`config.mk`:
```
export PLATFORM = sky130hd
export DESIGN_NAME = rtc_calendar_seconds_alarm
export DESIGN_NICKNAME = d
export VERILOG_FILES = /design/src/hw/rtl/rtccsa_pkg.sv /design/src/hw/rtl/rtccsa_ctrl.sv /design/src/hw/rtl/rtccsa_dp.sv /design/src/hw/rtl/rtc_calendar_seconds_alarm.sv
export VERILOG_INCLUDE_DIRS = /design/src /design/src/hw/rtl
export SDC_FILE = /design/constraint.sdc
export NUM_CORES = 2
export LEC_CHECK = 0
export ABC_AREA = 1
export BUFFER_PORTS_ARGS = -buffer_cell sky130_fd_sc_hd__buf_2
export CAP_MARGIN = 20
export CORE_UTILIZATION = 63
export DETAILED_ROUTE_END_ITERATION = 6
export PLACE_DENSITY_LB_ADDON = 0.05
export SLEW_MARGIN = 10
export SYNTH_ARGS = -nofsm -noshare
export SYNTH_HDL_FRONTEND = slang
export SYNTH_HIERARCHICAL = 1
export SYNTH_SLANG_ARGS = --single-unit
```
`constraint.sdc`:
```
create_clock -name clk -period 7.6 [get_ports clk]
set_input_delay 0.76 -clock clk [delete_from_list [all_inputs] [get_ports clk]]
set_output_delay 0.76 -clock clk [all_outputs]
set_load 0.02 [all_outputs]
```
`src/hw/rtl/assert_macros.svh`:
```
// ----------------------------------------------------------------------------
// assert_macros.svh
// Concurrent assertion helpers shared by the RTL. Defining NO_ASSERTIONS
// compiles every use down to nothing.
// ----------------------------------------------------------------------------
`ifndef ASSERT_MACROS_SVH
`define ASSERT_MACROS_SVH

`ifndef NO_ASSERTIONS

// Checked on every rising edge outside of reset.
`define ASSERT_RST(lbl, clk, rst_n, prop) \
  lbl: assert property (@(posedge clk) disable iff (!rst_n) prop) \
    else $error("assertion failed");

// Checked on every rising edge, reset included.
`define ASSERT_ALWAYS(lbl, clk, prop) \
  lbl: assert property (@(posedge clk) prop) \
    else $error("assertion failed");

`else

`define ASSERT_RST(lbl, clk, rst_n, prop)
`define ASSERT_ALWAYS(lbl, clk, prop)

`endif

`endif

```
`src/hw/rtl/rtccsa_pkg.sv`:
```
// ----------------------------------------------------------------------------
// rtccsa_pkg
// Shared constants, command codes, register layout and calendar tables.
// ----------------------------------------------------------------------------
package rtccsa_pkg;

  // Register region size in bytes and derived word count
  localparam int REGION_BYTES = 64;
  localparam int WORD_COUNT   = (REGION_BYTES + 3) / 4;
  localparam int IDX_W        = $clog2(WORD_COUNT);

  // Transaction kinds (in_tuser)
  localparam logic [1:0] CMD_READ  = 2'd0;
  localparam logic [1:0] CMD_WRITE = 2'd1;
  localparam logic [1:0] CMD_TICK  = 2'd2;

  // Word indexes
  localparam logic [IDX_W-1:0] IDX_CTRL  = IDX_W'(0);
  localparam logic [IDX_W-1:0] IDX_SECS  = IDX_W'(1);
  localparam logic [IDX_W-1:0] IDX_ALARM = IDX_W'(2);

  // Control bit positions
  localparam int BIT_EN   = 0;
  localparam int BIT_AE   = 2;
  localparam int BIT_AIE  = 3;
  localparam int BIT_AF   = 4;
  localparam int BIT_HZIE = 5;
  localparam int BIT_HZ   = 6;
  localparam int BIT_WRDY = 7;

  // Date conversion constants
  localparam logic [11:0] BASE_YEAR  = 12'd2000;
  localparam logic [31:0] DAYS_CYCLE = 32'd1461;   // 365 * 3 + 366
  localparam logic [31:0] HRS_DAY    = 32'd24;
  localparam logic [31:0] MIN_HR     = 32'd60;

  // Datapath step codes
  localparam logic [2:0] STEP_NONE = 3'd0;
  localparam logic [2:0] STEP_DAYS = 3'd1;
  localparam logic [2:0] STEP_HRS  = 3'd2;
  localparam logic [2:0] STEP_MIN  = 3'd3;
  localparam logic [2:0] STEP_SEC  = 3'd4;

  // Controller to datapath commands
  typedef struct packed {
    logic       capture;  // latch the accepted transaction
    logic [2:0] step;     // date conversion step
    logic       commit;   // apply item to register file, load result
  } dp_cmd_t;

  // Days before month, month index 0 = January
  function automatic logic [8:0] days_before_month(input logic [3:0] mi);
    logic [8:0] d;
    case (mi)
      4'd0:    d = 9'd0;
      4'd1:    d = 9'd31;
      4'd2:    d = 9'd59;
      4'd3:    d = 9'd90;
      4'd4:    d = 9'd120;
      4'd5:    d = 9'd151;
      4'd6:    d = 9'd181;
      4'd7:    d = 9'd212;
      4'd8:    d = 9'd243;
      4'd9:    d = 9'd273;
      4'd10:   d = 9'd304;
      4'd11:   d = 9'd334;
      default: d = 9'd0;
    endcase
    return d;
  endfunction

  // Days before a year within the four-year cycle (leap year first)
  function automatic logic [10:0] days_before_year(input logic [1:0] yi);
    logic [10:0] d;
    case (yi)
      2'd0:    d = 11'd0;
      2'd1:    d = 11'd366;
      2'd2:    d = 11'd731;
      default: d = 11'd1096;
    endcase
    return d;
  endfunction

endpackage

```
`src/hw/rtl/rtccsa_ctrl.sv`:
```
// ----------------------------------------------------------------------------
// rtccsa_ctrl
// Sequencer: accepts one transaction, steps the date conversion on ticks,
// and hands the result to the output register.
// ----------------------------------------------------------------------------
module rtccsa_ctrl (
  input  logic               clk,
  input  logic               rst_n,
  input  logic               in_tvalid,
  input  logic [1:0]         in_cmd,
  output logic               in_tready,
  input  logic               out_tready,
  output logic               out_tvalid,
  output rtccsa_pkg::dp_cmd_t dp_cmd
);

  localparam logic [2:0] ST_IDLE = 3'd0;
  localparam logic [2:0] ST_DAYS = 3'd1;
  localparam logic [2:0] ST_HRS  = 3'd2;
  localparam logic [2:0] ST_MIN  = 3'd3;
  localparam logic [2:0] ST_SEC  = 3'd4;
  localparam logic [2:0] ST_FIN  = 3'd5;

  logic [2:0] state_r, state_nxt;
  logic       out_valid_r, out_valid_nxt;
  logic       accept;
  logic       slot_free;

  assign in_tready  = (state_r == ST_IDLE);
  assign accept     = in_tvalid && in_tready;
  assign slot_free  = !out_valid_r || out_tready;
  assign out_tvalid = out_valid_r;

  always_comb begin
    state_nxt      = state_r;
    out_valid_nxt  = out_valid_r && !out_tready;
    dp_cmd.capture = accept;
    dp_cmd.step    = rtccsa_pkg::STEP_NONE;
    dp_cmd.commit  = 1'b0;
    unique case (state_r)
      ST_IDLE: begin
        if (accept) begin
          state_nxt = (in_cmd == rtccsa_pkg::CMD_TICK) ? ST_DAYS : ST_FIN;
        end
      end
      ST_DAYS: begin
        dp_cmd.step = rtccsa_pkg::STEP_DAYS;
        state_nxt   = ST_HRS;
      end
      ST_HRS: begin
        dp_cmd.step = rtccsa_pkg::STEP_HRS;
        state_nxt   = ST_MIN;
      end
      ST_MIN: begin
        dp_cmd.step = rtccsa_pkg::STEP_MIN;
        state_nxt   = ST_SEC;
      end
      ST_SEC: begin
        dp_cmd.step = rtccsa_pkg::STEP_SEC;
        state_nxt   = ST_FIN;
      end
      ST_FIN: begin
        // wait here until the output register can take the result
        if (slot_free) begin
          dp_cmd.commit = 1'b1;
          out_valid_nxt = 1'b1;
          state_nxt     = ST_IDLE;
        end
      end
      default: begin
        state_nxt = ST_IDLE;
      end
    endcase
  end

  always_ff @(posedge clk) begin
    if (!rst_n) begin
      state_r     <= ST_IDLE;
      out_valid_r <= 1'b0;
    end else begin
      state_r     <= state_nxt;
      out_valid_r <= out_valid_nxt;
    end
  end

endmodule

```
`src/hw/rtl/rtccsa_dp.sv`:
```
// ----------------------------------------------------------------------------
// rtccsa_dp
// Register file, date-to-seconds accumulator and result register.
// ----------------------------------------------------------------------------
module rtccsa_dp (
  input  logic               clk,
  input  logic               rst_n,
  input  rtccsa_pkg::dp_cmd_t dp_cmd,
  input  logic [1:0]         in_cmd,
  input  logic [79:0]        in_data,
  output logic [31:0]        read_data,
  output logic               irq
);

  // latched transaction
  logic [1:0]  cmd_r;
  logic [7:0]  off_r;
  logic [31:0] wdata_r;
  logic [11:0] year_r;
  logic [3:0]  month_r;
  logic [4:0]  day_r;
  logic [4:0]  hour_r;
  logic [5:0]  minute_r;
  logic [5:0]  second_r;

  logic [31:0] acc_r, acc_nxt;
  logic [31:0] regs_r   [rtccsa_pkg::WORD_COUNT];
  logic [31:0] regs_nxt [rtccsa_pkg::WORD_COUNT];
  logic [31:0] rdata_r, rdata_nxt;
  logic        irq_r, irq_nxt;

  // date decode
  logic [11:0] yrel;
  logic [3:0]  mon;
  logic        leap_add;
  logic [31:0] day_base;

  // address decode
  logic [31:0]                   idx_full;
  logic [rtccsa_pkg::IDX_W-1:0]  idx;
  logic                          in_range;
  logic [31:0]                   ctrl;

  always_ff @(posedge clk) begin
    if (dp_cmd.capture) begin
      cmd_r    <= in_cmd;
      off_r    <= in_data[7:0];
      wdata_r  <= in_data[39:8];
      year_r   <= in_data[51:40];
      month_r  <= in_data[55:52];
      day_r    <= in_data[60:56];
      hour_r   <= in_data[65:61];
      minute_r <= in_data[71:66];
      second_r <= in_data[77:72];
    end
  end

  always_comb begin
    yrel = (year_r < rtccsa_pkg::BASE_YEAR) ? 12'd0 : (year_r - rtccsa_pkg::BASE_YEAR);
    if (month_r == 4'd0) begin
      mon = 4'd1;
    end else if (month_r > 4'd12) begin
      mon = 4'd12;
    end else begin
      mon = month_r;
    end
    leap_add = (yrel[1:0] == 2'd0) && (mon >= 4'd3);
    day_base = 32'(rtccsa_pkg::days_before_year(yrel[1:0]))
             + 32'(rtccsa_pkg::days_before_month(mon - 4'd1))
             + 32'(leap_add) + 32'(day_r) - 32'd1;
  end

  // one constant multiply per step, registered between steps
  always_comb begin
    acc_nxt = acc_r;
    case (dp_cmd.step)
      rtccsa_pkg::STEP_DAYS: acc_nxt = 32'(yrel[11:2]) * rtccsa_pkg::DAYS_CYCLE + day_base;
      rtccsa_pkg::STEP_HRS:  acc_nxt = acc_r * rtccsa_pkg::HRS_DAY + 32'(hour_r);
      rtccsa_pkg::STEP_MIN:  acc_nxt = acc_r * rtccsa_pkg::MIN_HR + 32'(minute_r);
      rtccsa_pkg::STEP_SEC:  acc_nxt = acc_r * rtccsa_pkg::MIN_HR + 32'(second_r);
      default:               acc_nxt = acc_r;
    endcase
  end

  always_ff @(posedge clk) begin
    acc_r <= acc_nxt;
  end

  assign idx_full = 32'(off_r) >> 2;
  assign idx      = idx_full[rtccsa_pkg::IDX_W-1:0];
  assign in_range = (32'(off_r) < 32'(rtccsa_pkg::REGION_BYTES))
                 && (idx_full < 32'(rtccsa_pkg::WORD_COUNT));

  always_comb begin
    for (int i = 0; i < rtccsa_pkg::WORD_COUNT; i++) begin
      regs_nxt[i] = regs_r[i];
    end
    rdata_nxt = rdata_r;
    irq_nxt   = irq_r;
    ctrl      = regs_r[rtccsa_pkg::IDX_CTRL];
    if (dp_cmd.commit) begin
      rdata_nxt = 32'd0;
      irq_nxt   = 1'b0;
      case (cmd_r)
        rtccsa_pkg::CMD_READ: begin
          if (in_range) begin
            if (idx == rtccsa_pkg::IDX_CTRL) begin
              ctrl[rtccsa_pkg::BIT_WRDY] = 1'b1;
              regs_nxt[rtccsa_pkg::IDX_CTRL] = ctrl;
              rdata_nxt = ctrl;
            end else begin
              rdata_nxt = regs_r[idx];
            end
          end
        end
        rtccsa_pkg::CMD_WRITE: begin
          if (in_range) begin
            regs_nxt[idx] = wdata_r;
          end
        end
        rtccsa_pkg::CMD_TICK: begin
          if (ctrl[rtccsa_pkg::BIT_EN]) begin
            ctrl[rtccsa_pkg::BIT_HZ] = 1'b1;
            irq_nxt = ctrl[rtccsa_pkg::BIT_HZIE];
            regs_nxt[rtccsa_pkg::IDX_SECS] = acc_r;
            if ((acc_r == regs_r[rtccsa_pkg::IDX_ALARM]) && ctrl[rtccsa_pkg::BIT_AE]) begin
              ctrl[rtccsa_pkg::BIT_AF] = 1'b1;
              irq_nxt = irq_nxt | ctrl[rtccsa_pkg::BIT_AIE];
            end
            regs_nxt[rtccsa_pkg::IDX_CTRL] = ctrl;
          end
        end
        default: begin
          // unused kind: zero result, no side effects
        end
      endcase
    end
  end

  always_ff @(posedge clk) begin
    if (!rst_n) begin
      for (int i = 0; i < rtccsa_pkg::WORD_COUNT; i++) begin
        regs_r[i] <= 32'd0;
      end
    end else begin
      for (int i = 0; i < rtccsa_pkg::WORD_COUNT; i++) begin
        regs_r[i] <= regs_nxt[i];
      end
    end
  end

  always_ff @(posedge clk) begin
    rdata_r <= rdata_nxt;
    irq_r   <= irq_nxt;
  end

  assign read_data = rdata_r;
  assign irq       = irq_r;

endmodule

```
`src/hw/rtl/rtc_calendar_seconds_alarm.sv`:
```
// ----------------------------------------------------------------------------
// rtc_calendar_seconds_alarm
// Real-time clock register block with a seconds counter and an alarm.
// ----------------------------------------------------------------------------
// Usage:
//   One input stream carries three transaction kinds, selected by in_tuser:
//   bus read, bus write, and a once-a-second tick carrying the calendar date.
//   Every accepted transaction yields exactly one output transaction with
//   read_data (zero unless a read) and irq (set when a tick raises the line).
//   Reads/writes go to a 16-word register file (control, seconds, alarm, ...).
// Sequencing:
//   A read or write goes from idle straight to the commit cycle. A tick first
//   runs the date conversion, one constant multiply-add per cycle through a
//   single accumulator (days, hours, minutes, seconds), before the commit cycle.
//   One transaction is in flight at a time; in_tready is high while idle.
// Reset:
//   rst_n (synchronous, active low) clears the register file, the sequencer
//   and the output valid.
// Back-pressure:
//   The result sits in an output register; a new transaction is accepted
//   while it waits. If the next result is ready before out_tready drains the
//   register, the sequencer holds in its commit cycle with nothing modified.
// ----------------------------------------------------------------------------
`include "assert_macros.svh"

module rtc_calendar_seconds_alarm (
  input  logic        clk,
  input  logic        rst_n,
  // input stream
  input  logic        in_tvalid,
  output logic        in_tready,
  input  logic [79:0] in_tdata,   // byte_offset[7:0], write_data[39:8],
                                  // year[51:40], month[55:52], day[60:56],
                                  // hour[65:61], minute[71:66],
                                  // second[77:72], zero pad [79:78]
  input  logic [1:0]  in_tuser,   // cmd[1:0]
  // result stream
  output logic        out_tvalid,
  input  logic        out_tready,
  output logic [39:0] out_tdata   // read_data[31:0], irq[32], zero pad [39:33]
);

  rtccsa_pkg::dp_cmd_t dp_cmd;
  logic [31:0]         read_data;
  logic                irq;

  rtccsa_ctrl u_ctrl (
    .clk        (clk),
    .rst_n      (rst_n),
    .in_tvalid  (in_tvalid),
    .in_cmd     (in_tuser),
    .in_tready  (in_tready),
    .out_tready (out_tready),
    .out_tvalid (out_tvalid),
    .dp_cmd     (dp_cmd)
  );

  rtccsa_dp u_dp (
    .clk       (clk),
    .rst_n     (rst_n),
    .dp_cmd    (dp_cmd),
    .in_cmd    (in_tuser),
    .in_data   (in_tdata),
    .read_data (read_data),
    .irq       (irq)
  );

  assign out_tdata = {7'd0, irq, read_data};

  // one transaction in flight: no accept right after an accept
  `ASSERT_RST(a_single_flight, clk, rst_n, (in_tvalid && in_tready) |=> !in_tready)

  // read/write with an empty output register passes the commit state without a stall, then shows its registered result
  `ASSERT_RST(a_rw_latency, clk, rst_n,
    (in_tvalid && in_tready && (in_tuser != rtccsa_pkg::CMD_TICK) && !out_tvalid)
      |-> ##2 out_tvalid)

  // irq only comes from ticks, whose read_data is zero
  `ASSERT_RST(a_irq_no_data, clk, rst_n, (out_tvalid && out_tdata[32]) |-> (out_tdata[31:0] == 32'd0))

endmodule

```
==> flow_metrics.env <==
export IMPL_cp_end_kind="register"
export IMPL_postCtsHoldBufs=0
export IMPL_r2r_setup_slack_ps=370
export IMPL_final_max_slew_viol_count=0
export IMPL_cts_root_buf="clkbuf_16"
export IMPL_min_from="in_tdata[59]"
export IMPL_finalSetupViolCount=0
export IMPL_route_vias_total=36812
export IMPL_r2r_start="u_dp/year_r[4]$_DFFE_PP_"
export IMPL_die_h_um=252
export IMPL_portBuffers=116
export IMPL_crit_family="adder cells"
export IMPL_hold_viol_final=0
export IMPL_rows=91
export IMPL_stdcell_area_sq_um=42700
export IMPL_nets=5557
export IMPL_hold_class="input pin to register"
export IMPL_grt_antenna_before_repair=2
export IMPL_grt_start_max_net_pins=130
export IMPL_grt_first_pass_wirelength_mm=188
export IMPL_vias_per_cell=6.05
export IMPL_period_share=0.951
export IMPL_holdWs_ps=314
export IMPL_drcViolationCount=0
export IMPL_cp_buffers_inverters=7
export IMPL_htreeDepth=3
export IMPL_arrival_ps=7560
export IMPL_die_area_sq_um=63400
export IMPL_syn2layout_area_growth_pct=8.72
export IMPL_antenna_left=0
export IMPL_final_util=0.692
export IMPL_crit_type="register to register"
export IMPL_min_period_ps=7230
export IMPL_grt_pass1_vias=34049
export IMPL_ys_warn_count=6
export IMPL_fmax_ghz=0.138
export IMPL_insertion_delay_ps=630
export IMPL_critPathLaunchType="register"
export IMPL_relSlewSlack=0.192
export IMPL_crit_slowest_cell="fa_1"
export IMPL_wire_per_inst_um=20.0
export IMPL_cts_buffers=70
export IMPL_max_cap_viol_count=0
export IMPL_cts_sinks=663
export IMPL_seq_area_frac_synth=0.374
export IMPL_worstPathMaxFanout=6
export IMPL_whs_path_depth=1
export IMPL_dpl_cell_area_sq_um=40300
export IMPL_ys_seq_elements=663
export IMPL_cts_tree="done"
export IMPL_drive_gt1_frac=0.0888
export IMPL_skew_ps=24.3
export IMPL_syn_cell_area_sq_um=39300
export IMPL_hpwl_mm=78.8
export IMPL_cts_path_max_buffers=3
export IMPL_core_sq_um=61700
export IMPL_finalSetupTns_ps=0
export IMPL_r2r_end="u_dp/acc_r[21]$_DFFE_PP_"
export IMPL_grt_util_all_layers=0.375
export IMPL_hold_end="u_dp/day_r[3]$_DFFE_PP_"
export IMPL_overflow=0
export IMPL_syn_inst=5253
export IMPL_crit_top_cell="inv_1"
export IMPL_drt_iter0_markers=3988
export IMPL_wirelength_mm=122
export IMPL_start_util=0.637
export IMPL_r2r_cells=36
export IMPL_max_stage_delay_ps=540
export IMPL_nFillCells=5319
export IMPL_syn_avg_cell_area_sq_um=7.48
export IMPL_io_pins=128
export IMPL_status="finished, final reports clean"
export IMPL_worst_pin_slew_ps=1200
export IMPL_drt_pass1_iterations=6
export IMPL_synth_distinct_cells=57
export IMPL_path_clk_slew_ps=60
export IMPL_crit_required_ps=7930
export IMPL_gp_congestion=0.942
export IMPL_dieWidth_um=252
==> routing by layer <==
layer / vias up / global-route usage / wire [um]
li1: 17648 / - / -
met1: 17145 / 0.498 / 50000
met2: 1695 / 0.598 / 54900
met3: 322 / 0.0601 / 10500
met4: 2 / 0.182 / 6260
met5: - / 0 / 11
==> worst max-delay path by stage <==
stage | startpoint | to | slack (ps) | cells past startpoint
2_1_floorplan | u_dp/year_r[4]$_DFFE_PP_ | u_dp/acc_r[24]$_DFFE_PP_ | 720 | 37
4_1_cts | u_dp/year_r[4]$_DFFE_PP_ | u_dp/acc_r[24]$_DFFE_PP_ | 60 | 39
5_1_grt | u_dp/year_r[4]$_DFFE_PP_ | u_dp/acc_r[21]$_DFFE_PP_ | -60 | 37
6_report | u_dp/year_r[4]$_DFFE_PP_ | u_dp/acc_r[21]$_DFFE_PP_ | 370 | 36
3_5_place_dp | u_dp/year_r[4]$_DFFE_PP_ | u_dp/acc_r[31]$_DFFE_PP_ | 70 | 39
3_3_place_gp | u_dp/year_r[4]$_DFFE_PP_ | u_dp/acc_r[24]$_DFFE_PP_ | 250 | 39
==> metrics by stage <==
step                      instances  setup WS, ps
after floorplan                5259           722
after global placement         5951           245
after detailed placement       5951          73.1
after CTS                      6078          63.8
after global routing           6085         -55.8
final                          6086           371
==> cell families after synthesis <==
group           after synthesis  share of synthesized area
compound gates             1825                      0.248
simple gates               1531                      0.170
buf+inv                     895                     0.0875
flops                       663                      0.374
fa+ha+maj                   278                      0.106
xor+xnor                     60                     0.0134
other cells                   1                  0.0000954
==> final cells by class <==
type | count | area [sq um] | share of cell area
flip-flops and latches | 663 | 14700 | 0.344
diodes | 1 | 2.50 | 0.0000586
multi-input cells | 3702 | 21400 | 0.501
clock buffers | 101 | 2070 | 0.0484
repair buffers | 179 | 1060 | 0.0249
clock inverters | 26 | 244 | 0.00571
inverters | 577 | 2170 | 0.0508
well taps | 837 | 1050 | 0.0245
==> cells in the final DEF (no fill, tap or decap), types with 39 or more instances in the layout <==
master and n:
clkbuf_16 74, edfxtp_1 143, dfxtp_1 516, inv_1 548, nor2_1 492, o22ai_1 138, o21ai_0 894, a21oi_1 605
nand2_1 647, fa_1 94, buf_2 115, nand4_1 43, nand3_1 173, buf_4 63, nand2_2 39, ha_1 178
a211oi_1 66
==> registers in the layout (all words and copies together), names as in the netlist, named ones only <==
name               count
u_dp/hour_r            5
u_dp/irq               1
u_dp/off_r             6
u_dp/regs_r          512
u_dp/read_data        32
u_ctrl/state_r         3
u_dp/cmd_r             2
u_dp/second_r          6
u_dp/acc_r            32
u_dp/month_r           4
u_dp/day_r             5
u_dp/year_r           12
u_ctrl/out_tvalid      1
u_dp/minute_r          6
u_dp/wdata_r          32
==> synth_stat cells, drive strengths merged <==
master   instances  area [sq um]
a211oi          66           495
a21boi           4          30.0
a21o            10          75.1
a21oi          608          3050
a221oi           2          17.5
a22o             1          8.76
a22oi            2          15.0
a31o             1          8.76
a31oi            7          43.8
and2             9          56.3
buf             47           256
clkbuf         271          1020
clkinv           5          20.0
conb             1          3.75
dfxtp          520         10400
edfxtp         143          4290
fa              94          1880
ha             184          2300
inv            572          2150
nand2          693          2750
nand3          185           986
nand3b           7          52.6
nand4           45           303
nor2           551          2290
nor3            27           160
nor4             5          31.3
o2111ai          3          26.3
o211ai          15           113
o21a             3          22.5
o21ai          907          4540
o21bai          38           285
o221ai           7          61.3
o22ai          138           863
o311ai           3          26.3
o31ai            2          15.0
o32ai            8          70.1
or2              9          56.3
xnor2           21           184
xor2            39           342
==> what timing repair did <==
action | 4_1_cts | 5_1_grt
endpoints found under the setup margin | 0 | 14
resized for setup | 0 | 23
setup buffers | 0 | 6
Power is not shown: default switching activity piles up to over one toggle a cycle in this logic, so the estimate is an artifact.
